File: config.mk
export PLATFORM = sky130hd
export DESIGN_NAME = gcol_ctrl
export DESIGN_NICKNAME = d
export VERILOG_FILES = /design/src/sv/gcol_pkg.sv /design/src/sv/gcol_ctrl.sv
export SDC_FILE = /design/constraint.sdc
export NUM_CORES = 1
export LEC_CHECK = 0
export BUFFER_PORTS_ARGS = -buffer_cell sky130_fd_sc_hd__buf_2
export CORE_AREA = 3 3 40 42
export DETAILED_ROUTE_END_ITERATION = 7
export DIE_AREA = 0 0 43 45
export GPL_TIMING_DRIVEN = 0
export MAX_ROUTING_LAYER = met4
export PLACE_DENSITY = 0.66
export SLEW_MARGIN = 10
export SYNTH_ARGS = -nofsm -noshare
export SYNTH_HDL_FRONTEND = slang
export SYNTH_SLANG_ARGS = --single-unit
File: constraint.sdc
create_clock -name i_clk -period 1.4 [get_ports i_clk]
set_input_delay 0.35 -clock i_clk [delete_from_list [all_inputs] [get_ports i_clk]]
set_output_delay 0.35 -clock i_clk [all_outputs]
set_load 0.02 [all_outputs]
File: src/sv/gcol_pkg.sv
// ----------------------------------------------------------------------------
// gcol_pkg
// Shared types for the grid cell object list table: request kinds, controller
// states and the command and status bundles between controller and datapath.
// ----------------------------------------------------------------------------
package gcol_pkg;

    typedef enum logic [1:0] {
        KIND_INSERT  = 2'd0,
        KIND_FIND    = 2'd1,
        KIND_DEL_POS = 2'd2,
        KIND_DEL_HDL = 2'd3
    } t_kind;

    typedef enum logic [3:0] {
        ST_CLEAR,
        ST_IDLE,
        ST_CNT_RD,
        ST_CNT_WAIT,
        ST_DISPATCH,
        ST_SCAN_RD,
        ST_SCAN_CMP,
        ST_SHIFT_RD,
        ST_SHIFT_WR,
        ST_RESP
    } t_state;

    localparam int unsigned LIMIT_W = 5;
    localparam logic [LIMIT_W-1:0] LIMIT_RESET = 5'd16;

    typedef struct packed {
        logic capture;
        logic clr_step;
        logic base_ld;
        logic n_ld;
        logic idx_clr;
        logic idx_ld_pos;
        logic idx_inc;
        logic rd_next;
        logic ins_wr;
        logic hit;
        logic succ_set;
        logic shift_wr;
        logic dec_wr;
    } t_dp_cmd;

    typedef struct packed {
        logic  clear_done;
        logic  oog;
        t_kind kind;
        logic  ins_ok;
        logic  pos_ok;
        logic  scan_end;
        logic  shift_end;
        logic  match;
    } t_dp_sts;

endpackage

File: src/sv/gcol_ctrl.sv
// ----------------------------------------------------------------------------
// gcol_ctrl
// Request sequencer: count clearing after reset, count fetch, slot scan and
// slot shift down, result strobe.
// ----------------------------------------------------------------------------
module gcol_ctrl
    import gcol_pkg::*;
(
    input  logic    i_clk,
    input  logic    i_rst_n,
    input  logic    start,
    input  t_dp_sts i_sts,
    output t_dp_cmd o_cmd,
    output logic    busy,
    output logic    o_valid
);

    t_state r_state;
    t_state n_state;

    always_ff @(posedge i_clk) begin
        if (!i_rst_n) begin
            r_state <= ST_CLEAR;
        end else begin
            r_state <= n_state;
        end
    end

    // next state
    always_comb begin
        n_state = r_state;
        unique case (r_state)
            ST_CLEAR: begin
                if (i_sts.clear_done) n_state = ST_IDLE;
            end
            ST_IDLE: begin
                if (start) n_state = ST_CNT_RD;
            end
            ST_CNT_RD: begin
                n_state = i_sts.oog ? ST_RESP : ST_CNT_WAIT;
            end
            ST_CNT_WAIT: n_state = ST_DISPATCH;
            ST_DISPATCH: begin
                unique case (i_sts.kind)
                    KIND_INSERT:  n_state = ST_RESP;
                    KIND_FIND:    n_state = ST_SCAN_RD;
                    KIND_DEL_HDL: n_state = ST_SCAN_RD;
                    KIND_DEL_POS: n_state = i_sts.pos_ok ? ST_SHIFT_RD : ST_RESP;
                    default:      n_state = ST_RESP;
                endcase
            end
            ST_SCAN_RD: begin
                n_state = i_sts.scan_end ? ST_RESP : ST_SCAN_CMP;
            end
            ST_SCAN_CMP: begin
                if (!i_sts.match) begin
                    n_state = ST_SCAN_RD;
                end else if (i_sts.kind == KIND_FIND) begin
                    n_state = ST_RESP;
                end else begin
                    n_state = ST_SHIFT_RD;
                end
            end
            ST_SHIFT_RD: begin
                n_state = i_sts.shift_end ? ST_RESP : ST_SHIFT_WR;
            end
            ST_SHIFT_WR: n_state = ST_SHIFT_RD;
            ST_RESP:     n_state = ST_IDLE;
            default:     n_state = ST_IDLE;
        endcase
    end

    // outputs
    always_comb begin
        o_cmd   = '0;
        busy    = 1'b1;
        o_valid = 1'b0;
        unique case (r_state)
            ST_CLEAR: o_cmd.clr_step = 1'b1;
            ST_IDLE: begin
                busy          = 1'b0;
                o_cmd.capture = start;
            end
            ST_CNT_RD:   o_cmd.base_ld = 1'b1;
            ST_CNT_WAIT: begin
                o_cmd.n_ld    = 1'b1;
                o_cmd.idx_clr = 1'b1;
            end
            ST_DISPATCH: begin
                if (i_sts.kind == KIND_INSERT) begin
                    o_cmd.ins_wr = i_sts.ins_ok;
                end
                if (i_sts.kind == KIND_DEL_POS && i_sts.pos_ok) begin
                    o_cmd.idx_ld_pos = 1'b1;
                    o_cmd.succ_set   = 1'b1;
                end
            end
            ST_SCAN_RD: ;
            ST_SCAN_CMP: begin
                o_cmd.hit     = i_sts.match;
                o_cmd.idx_inc = !i_sts.match;
            end
            ST_SHIFT_RD: begin
                o_cmd.rd_next = 1'b1;
                o_cmd.dec_wr  = i_sts.shift_end;
            end
            ST_SHIFT_WR: begin
                o_cmd.shift_wr = 1'b1;
                o_cmd.idx_inc  = 1'b1;
            end
            ST_RESP: o_valid = 1'b1;
            default: ;
        endcase
    end

endmodule

# Word level (Yosys, flattened, before mapping)

Index checks and enable logic that the tools add are counted.

Equal/unequal tests: 14
Mux-type cells: 25
Reduce and logical (&&, ||, !) cells: 6

Operator list:

| kind               | number |
|---|---|
| $pmux 4 s9         | 1 |
| $mux 4             | 7 |
| $eq 4x3->1 const B | 4 |
| $mux 1             | 14 |
| $pmux 4 s3         | 1 |
| $eq 4x2->1 const B | 2 |
| $eq 4x4->1 const B | 2 |
| $eq 2x2->1 const B | 2 |
| $eq 4x1->1 const B | 1 |
| $logic_not 4->1    | 1 |
| $ne 2x2->1 const B | 2 |
| $eq 2x1->1 const B | 1 |
| $logic_not 2->1    | 1 |
| $mux 2             | 1 |
| $pmux 1 s2         | 1 |
| $reduce_and 2->1   | 1 |
| $reduce_or 2->1    | 1 |
| $logic_and 1x1->1  | 1 |
| $logic_not 1->1    | 1 |

Flip-flop bits (word level): 4
Output and inout bits: 15

# Depth between registers and ports, before layout

Gate-level depths: netlist (run 1).

Depth after elaboration: 4
Depth in mapped cells: 5

# Worst setup path before layout (run 1)

No wires, ideal clock.

Path type: register to output
From: register r_state[3]
To: output o_cmd[7] (netlist name)
Arrival: 1,330 ps
Data required time: 1,050 ps
Setup slack: -280 ps
Stages on the path, launching flop included: 6
Cell sequence: dfxtp_1 -> buf_2 -> nor3b_2 -> nand2_1 -> nor2_1 -> buf_4

RTL lines:

| element                  | RTL line        | source |
|---|---|---|
| start: declaration       | gcol_ctrl.sv:18 | `t_state r_state;` |
| start signal: assignment | gcol_ctrl.sv:25 | `r_state <= n_state;` |
| end: declaration         | gcol_ctrl.sv:13 | `output t_dp_cmd o_cmd,` |

==> results of run 1 <==
power groups by stage:
stage                     sequential [mW]  combinational [mW]  clock (mW)
after floorplan                     0.127               0.107           0
after detailed placement            0.128               0.160           0
after global routing                0.127               0.343       0.160
after CTS                           0.126               0.225       0.148
final                               0.127               0.328       0.141
after global placement              0.128               0.159           0
layout make-up:
class	instances	area, um2	share of cell area
timing repair buffer	49	428	0.381
clock buffer	3	22.5	0.0201
buffer	6	71.3	0.0635
sequential	4	87.6	0.0780
inverter	6	30.0	0.0268
multi-input combinational	50	464	0.414
tap	15	18.8	0.0167
final timing paths:
kind                            cells after the start        from          to
worst max-delay path                                6  r_state[3]    o_cmd[7]
worst min-delay path                                3    i_sts[8]  r_state[0]
worst max register to register                      8  r_state[2]  r_state[3]
worst min register to register                      5  r_state[0]  r_state[0]
kinds of logic after synthesis:
family	count (synthesis)
simple gates	31
buf+inv	12
flops	4
mux	1
compound gates	18
repair_timing:
action | in CTS | in global routing
pin swaps | 6 | 14
setup endpoints to repair | 16 | 17
buffers inserted | 7 | 17
resized for setup | 37 | 42
cell usage in the layout, fill, tap and decap left out, drive strengths merged, types with 2 or more instances in the layout:
cell,synthesis,routed
dfxtp,4,4
buf,6,55
and2,2,2
nand2,4,4
nor2b,2,2
nor3b,3,3
clkbuf,0,3
and3,5,5
nor2,8,8
a31oi,2,2
inv,6,6
o21ai,3,3
a211oi,2,2
a21oi,4,4
nand3,3,3
routing by layer:
layer  share of wire  vias to the layer above  GRT usage
li1                -                      344          -
met3           0.067                       10     0.0478
met4           0.040                        0     0.0723
met5               0                        -          -
met1            0.39                      365      0.219
met2            0.50                       47      0.299
critical path: cells and delay by family (launching register included):
| family | cells | cell delay [ps] |
|---|---|---|
| buffers and inverters | 3 | 320 |
| flip-flops | 1 | 310 |
| AND/OR/NAND/NOR | 3 | 500 |
synth_stat cells:
cell / n
o21ai_0: 3
nor3b_1: 2
nand2_1: 4
a211oi_1: 2
buf_2: 2
a21oi_1: 3
mux2_1: 1
nor2_1: 8
nor2b_1: 2
and2_1: 2
buf_4: 3
buf_6: 1
o211a_1: 1
and2b_1: 1
a2111oi_0: 1
o31a_1: 1
a31oi_1: 2
inv_1: 4
nor3b_2: 1
nand3_1: 3
a21oi_2: 1
dfxtp_1: 4
a22oi_1: 1
and3_1: 5
inv_2: 2
nor3_1: 1
and4b_1: 1
a32oi_1: 1
or3_4: 1
o311a_1: 1
o311ai_1: 1
per-stage QoR:
| stage | utilization | setup TNS (ps) |
|---|---|---|
| after global placement | 0.511 | -639 |
| final | 0.873 | -2950 |
| after floorplan | - | -15.2 |
| after global routing | 0.873 | -3850 |
| after CTS | 0.671 | -2640 |
| after detailed placement | 0.511 | -741 |
==> impl_metrics.ini, run 1 <==
[run_status]
status = finished with violations
violations = setup timing

[cells_and_area]
num_antenna_cells = 0
area_growth_pct = 142
largestRegisters = r_state: 4 flops
finalNonFillerCells = 133
largest_register = r_state
largest_register_ffs = 4
fill_cells = 61
nNetsFinal = 132
final_layout_size_suffix_gt1_frac = 0.771
design_area_um2 = 1120

[global_routing]
grt_pass1_wl_mm = 2.64
grt_pass1_vias = 572
grt-ovfl-total = 0
grt.total_usage = 0.184
antenna_found_initial = 0
grt_max_degree = 11

[worst_setup_path]
cp.required_ps = 1050
cp_cell_sequence = buf_6 > nor3b_4 > nand2_4 > nor2_4 > buf_6 > buf_6
crit_path_end_kind = output pin
worstPathArrival_ps = 1360
crit_top_cell = buf_6
cp-start-kind = register
rrSetupSlack_ps = -220
worst-path-max-fanout = 3
path_class = reg -> out
max_stage_delay_ps = 310
cp_slowest_cell = dfxtp_2

[routing]
wire_per_inst_um = 17.2
drt_first_pass_iters = 4
totalWireLength_mm = 2.28
vias = 766
via_per_inst = 5.76
drtIter0Drc = 28
detail-route-antenna-nets = 0
drc_errors = 0

[sta]
slew_violations = 0
period_minus_slack_ps = 1710
slew_headroom = 0.802
fmax_mhz = 585
skew_ps = 1.71
finalCritPeriodShare = 1.22
tightest_slew_ps = 297
setup_viol_count_final = 18
finalHoldViolations = 0
setup_ws_ps = -309
holdWs_ps = 366
rsz0062_at_grt = yes

[floorplan]
dieArea_um2 = 1940
rows = 13
initial_core_util = 0.361
design.portCount = 27
die_w_um = 43
die_height_um = 45
core-area_um2 = 1280

[power_and_ir_drop]
switching_power_mw = 0.207
p_int_mw = 0.388
p_comb_frac = 0.550
p_leak_nw = 0.546
power_mw = 0.595
p_seq_frac = 0.213
switching_share = 0.348
ir_drop_v = 0.000491
clkPwrFrac = 0.236
power_density_nw_per_um2 = 530

[logic_synthesis]
synth-xor-area-share = 0
synthDistinctLibCells = 31
ys_seq_elements = 4
synth_top_cell_area_share = 0.173
yosys-top-cells-area = dfxtp_1 17%, and3_1 6.7%, nor2_1 6.5%
synth_top_family_by_area = simple AND/OR/NAND/NOR gates
synth.area.mux_share = 0.0243
yosys.area_share.simple = 0.383
yosysTopAreaCell = dfxtp_1
seq_area_frac_synth = 0.173
netlist_instances = 66
synth-compound-area-share = 0.278
synth.cell_area_um2 = 464
yosysWarnings = 0
synthAdderAreaFrac = 0
syn-mean-instance-area_um2 = 7.03
synth_nets = 78

[clocking]
htree_levels = 1
cts.path.max_buffers = 2
clk_pin_slew_ps = 40
cts_sinks = 4
clock_tree.root_cell = clkbuf_4
cts-buffers-inserted = 3
holdBufCountCts = 0
clk_latency_ps = 230
cts_tree = built

[placement]
dpl_worst_slack_ps = -146
place.gp.congestion = 0.880
dp.cells = 107
dpl.hpwl_mm = 1.07
portBuffers = 26
dpl_cell_area_um2 = 657

[job]
drv_cap = 0

[hold_path]
min_path_type = in -> reg
Note: power is estimated with default switching activity, not from simulation.
==> inputs of run 2 (changes only) <==
- CORE_AREA: 3 3 40 42 -> 2 2 39 41
- DIE_AREA: 0 0 43 45 -> 0 0 41 43
==> impl_metrics.ini, run 2 (synthesized netlist as in run 1, its figures left out) <==
[floorplan]
rows = 14
initial_core_util = 0.335
core-area_um2 = 1380
die_w_um = 41
die_height_um = 43
design.portCount = 27
dieArea_um2 = 1760

[global_routing]
grt-ovfl-total = 0
grtUsageMet3 = 0.0209
grt.total_usage = 0.256
grt_util_met1 = 0.350
grt_pass1_wl_mm = 3.08
grtUsageMet2 = 0.359
top_usage_layer = met2
grt_pass1_vias = 680
grt_max_degree = 11
antenna_found_initial = 0

[cells_and_area]
final_common_cell = buf_6
largestRegisters = r_state: 4 flops
final_cell_mix = 25 x buf_6, 20 x buf_4, 11 x buf_2
fill_cells = 62
layout.area.seq_um2 = 87.6
nNetsFinal = 137
design_area_um2 = 1200
num_antenna_cells = 0
final_layout_size_suffix_gt1_frac = 0.797
multiInputGateArea_um2 = 480
finalNonFillerCells = 139
largest_register_ffs = 4
area_growth_pct = 159
final_util = 0.869
largest_register = r_state

[routing]
vias = 766
via_per_inst = 5.51
drt_first_pass_iters = 4
wire_per_inst_um = 18.1
drc_errors = 0
detail-route-antenna-nets = 0
totalWireLength_mm = 2.52
drtIter0Drc = 22

[run_status]
violations = setup timing
status = finished with violations

[clocking]
clock_tree.root_cell = clkbuf_4
clk_latency_ps = 230
cts_sinks = 4
clk_pin_slew_ps = 40
cts_tree = built
holdBufCountCts = 0
cts-buffers-inserted = 3
htree_levels = 1
cts.path.max_buffers = 2

[power_and_ir_drop]
p_leak_nw = 0.575
p_comb_frac = 0.564
clkPwrFrac = 0.224
power_density_nw_per_um2 = 505
ir_drop_v = 0.000502
p_seq_frac = 0.212
switching_share = 0.347
switching_power_mw = 0.211
p_int_mw = 0.397

[sta]
rsz0062_at_grt = yes
setup_viol_count_final = 17
slew_violations = 0
skew_ps = 2.22
tns_ps = -3160
period_minus_slack_ps = 1690
setup_ws_ps = -294
tightest_slew_ps = 433
finalCritPeriodShare = 1.21
finalHoldViolations = 0
slew_headroom = 0.709
fmax_mhz = 590

[placement]
dpl_worst_slack_ps = -157
portBuffers = 26
dpl_cell_area_um2 = 658
place.gp.congestion = 0.826
dp.cells = 108
dpl.hpwl_mm = 1.03

[worst_setup_path]
cp-start-kind = register
cp.required_ps = 1050
crit_path_end_kind = output pin
worstPathArrival_ps = 1340
worst-path-max-fanout = 6
path_class = reg -> out

[job]
drv_cap = 0

[hold_path]
min_path_type = in -> reg
run 2: area by class of cell:
class	instances	area share
Sequential cell	4	0.0728
Inverter	6	0.0250
Clock buffer	3	0.0187
Buffer	6	0.0593
Multi-Input combinational cell	50	0.400
Tap cell	16	0.0166
Timing Repair Buffer	54	0.408
run 2: power groups by stage:
stage	clock network [mW]	logic [mW]	registers, mW
finish	0.136	0.343	0.129
detailed placement	0	0.160	0.128
CTS	0.147	0.257	0.128
global route	0.148	0.357	0.129
global placement	0	0.158	0.128
floorplan	0	0.107	0.127
run 2: worst max-delay path, cell delays in order (launching register included):
cell	delay, ps
dfxtp_4	370
buf_8	140
nor2_4	160
nand2_4	90
nor2_4	120
buf_6	110
buf_6	110
run 2: routing by layer:
| layer | wire length [um] | share of wire |
|---|---|---|
| met2 | 1310 | 0.52 |
| met1 | 1050 | 0.42 |
| met3 | 118 | 0.047 |
| met4 | 36 | 0.014 |
| met5 | 0 | 0 |
run 2: repair_timing:
action / in CTS / in global routing
gates cloned: 0 / 1
endpoints found under the setup margin: 16 / 19
resized for setup: 53 / 29
pin swaps: 6 / 14
endpoints found under the hold margin: 0 / 0
buffers inserted: 16 / 11
run 2: final timing paths:
kind,cells after the start,slack [ps],from,endpoint
worst max register to register,6,-90,r_state[1],r_state[1]
worst min register to register,4,820,r_state[2],r_state[0]
worst max-delay path,6,-290,r_state[1],o_cmd[7]
worst min-delay path,3,370,i_sts[8],r_state[0]
run 2: through the flow:
stage               total power [mW]  hold WS, ps
CTS                            0.531          367
floorplan                      0.234          478
detailed placement             0.288          613
global route                   0.634          391
finish                         0.608          371
global placement               0.286          598
==> inputs of run 3 (changes only) <==
- ABC_AREA: unset -> 1
- PLACE_DENSITY: 0.66 -> 0.64
==> impl_metrics.ini, run 3 <==
[hold_path]
min_path_type = in -> reg
min_from = i_rst_n
whs_endpoint = r_state[0]
hold_depth = 3

[floorplan]
rows = 14
initial_core_util = 0.316
die_w_um = 41
design.portCount = 27
core-area_um2 = 1380
dieArea_um2 = 1760
die_height_um = 43

[routing]
via_per_inst = 4.65
drt_first_pass_iters = 4
detail-route-antenna-nets = 0
drtIter0Drc = 8
drc_errors = 0
wire_per_inst_um = 10.5
totalWireLength_mm = 1.45
vias = 642

[logic_synthesis]
yosysTopAreaCell = dfxtp_1
yosys-top-cells-area = dfxtp_1 18%, nand2_1 15%, inv_1 14%
synth_nets = 94
synthDistinctLibCells = 17
ys_top_cells_by_count = 18 x nand2_1, 16 x inv_1, 16 x nor2_1
yosys_most_used_dff = dfxtp_1
synth_top_cell_area_share = 0.183
seq_area_frac_synth = 0.183
synth_most_common_cell = nand2_1
ys_seq_elements = 4
synth_edf_count = 0
synthArstFlopShare = 0
synth.cell_area_um2 = 438
netlist_instances = 82
syn-mean-instance-area_um2 = 5.34
yosysWarnings = 0

[cells_and_area]
finalNonFillerCells = 138
area_growth_pct = 112
fill_cells = 109
nNetsFinal = 136
largest_register = r_state
final_layout_size_suffix_gt1_frac = 0.615
num_antenna_cells = 0
final_cell_mix = 14 x buf_2, 13 x buf_6, 11 x buf_4
largest_register_ffs = 4
final_common_cell = buf_2
largestRegisters = r_state: 4 flops

[sta]
finalHoldViolations = 0
slew_headroom = 0.829
tns_ps = -1490
finalCritPeriodShare = 1.13
fmax_mhz = 633
period_minus_slack_ps = 1580
slew_violations = 0
skew_ps = 1.62
setup_viol_count_final = 14
tightest_slew_ps = 254
holdWs_ps = 373
rsz0062_at_grt = yes
setup_ws_ps = -179

[clocking]
holdBufCountCts = 0
cts.path.max_buffers = 2
cts_tree = built
clk_pin_slew_ps = 30
cts-buffers-inserted = 3
clk_latency_ps = 230
htree_levels = 1
clock_tree.root_cell = clkbuf_4
cts_sinks = 4

[worst_setup_path]
worstPathArrival_ps = 1230
worst-path-max-fanout = 4
cp.required_ps = 1050
crit_top_cell = buf_6
rrSetupSlack_ps = 100
reg2reg_to = r_state[1]
max_stage_delay_ps = 390
cp-start-kind = register
critPathTopFamily = flip-flops
ff2ff_path_depth = 9
r2r-start = r_state[1]
path_buf_inv = 3
cp_cell_sequence = inv_4 > nor2_4 > buf_6 > nand2_8 > o21ai_4 > buf_6
cp_slowest_cell = dfxtp_4
crit_path_end_kind = output pin
path_class = reg -> out

[run_status]
status = finished with violations
violations = setup timing

[power_and_ir_drop]
p_leak_nw = 0.484
power_density_nw_per_um2 = 628
power_mw = 0.583
ir_drop_v = 0.000513

[placement]
place.gp.congestion = 0.801
dpl.hpwl_um = 980
dp.cells = 124
portBuffers = 26
dpl_worst_slack_ps = -84.1

[global_routing]
grt_pass1_wl_mm = 1.95
grt_pass1_vias = 511
grt.total_usage = 0.169
grt_max_degree = 6
grt-ovfl-total = 0
antenna_found_initial = 0

[job]
drv_cap = 0
==> run 3: cell types whose count changed in the layout (fill, tap and decap cells not counted), moves of 4 or more <==
cell / previous run / this run
and3_4: 4 / 0
buf_4: 20 / 11
buf_6: 25 / 13
inv_1: 1 / 10
nand2_1: 1 / 10
nand2_2: 1 / 5
nand3_1: 1 / 5
nor2_1: 4 / 10
nor2_4: 4 / 10
==> run 3: through the flow <==
stage | area [um2] | util
after floorplan | 455 | -
after global placement | 606 | 0.438
after detailed placement | 606 | 0.438
after CTS | 731 | 0.528
after global routing | 930 | 0.672
final | 930 | 0.672
==> run 3: worst max path at each step <==
stage	start	end	depth (start not counted)
after floorplan	r_state[3]	o_valid	2
after global placement	r_state[1]	o_cmd[6]	4
after detailed placement	r_state[1]	o_cmd[6]	4
after CTS	r_state[2]	o_cmd[6]	6
after global routing	r_state[2]	o_cmd[6]	6
final	r_state[2]	o_cmd[6]	6
==> run 3: worst reg2reg max path, stage by stage (launching register included) <==
cell and delay, ps:
dfxtp_4 370, buf_4 150, nor2_4 150, buf_4 130
nand3_1 110, nand2_1 80, inv_1 40, nand3_1 80
nand2_1 50, nor2_1 70
==> run 3: per-layer routing <==
metal  up-vias  part of all wire  global-route usage  wire length [um]
li1        336                 -                   -                 -
met1       286              0.42               0.180               605
met2        20              0.53               0.281               769
met3         0             0.052              0.0314                75
met4         0                 0              0.0800                 0
met5         -                 0                   -                 0
==> run 3: cells by family after synthesis <==
group / count (synthesis) / synth area share
AO/OA/AOI/OAI: 10 / 0.123
buffers and inverters: 19 / 0.180
flip-flops: 4 / 0.183
AND/OR/NAND/NOR: 49 / 0.514
==> run 3: cell type report <==
| cell class | instances | area [um2] | share of cell area |
|---|---|---|---|
| multi-input cells | 59 | 399 | 0.429 |
| repair buffers | 37 | 300 | 0.323 |
| flip-flops and latches | 4 | 95.1 | 0.102 |
| inverters | 17 | 73.8 | 0.0794 |
| clock buffers | 3 | 22.5 | 0.0242 |
| well taps | 16 | 20.0 | 0.0215 |
| plain buffers | 2 | 18.8 | 0.0202 |
==> run 3: where the power goes <==
| group | total (mW) | leakage, nW | switching [mW] | internal [mW] |
|---|---|---|---|---|
| combinational | 0.291 | 0.435 | 0.162 | 0.129 |
| sequential | 0.157 | 0.0355 | 0.0320 | 0.125 |
| clock | 0.136 | 0.0138 | 0.0402 | 0.0954 |
| total | 0.583 | 0.484 | 0.235 | 0.349 |
==> run 3: repair_timing <==
item / in CTS / in global routing
gates resized for setup: 31 / 37
buffers inserted: 3 / 8
pin swaps: 4 / 8
endpoints found under the setup margin: 15 / 15
gates cloned: 0 / 0
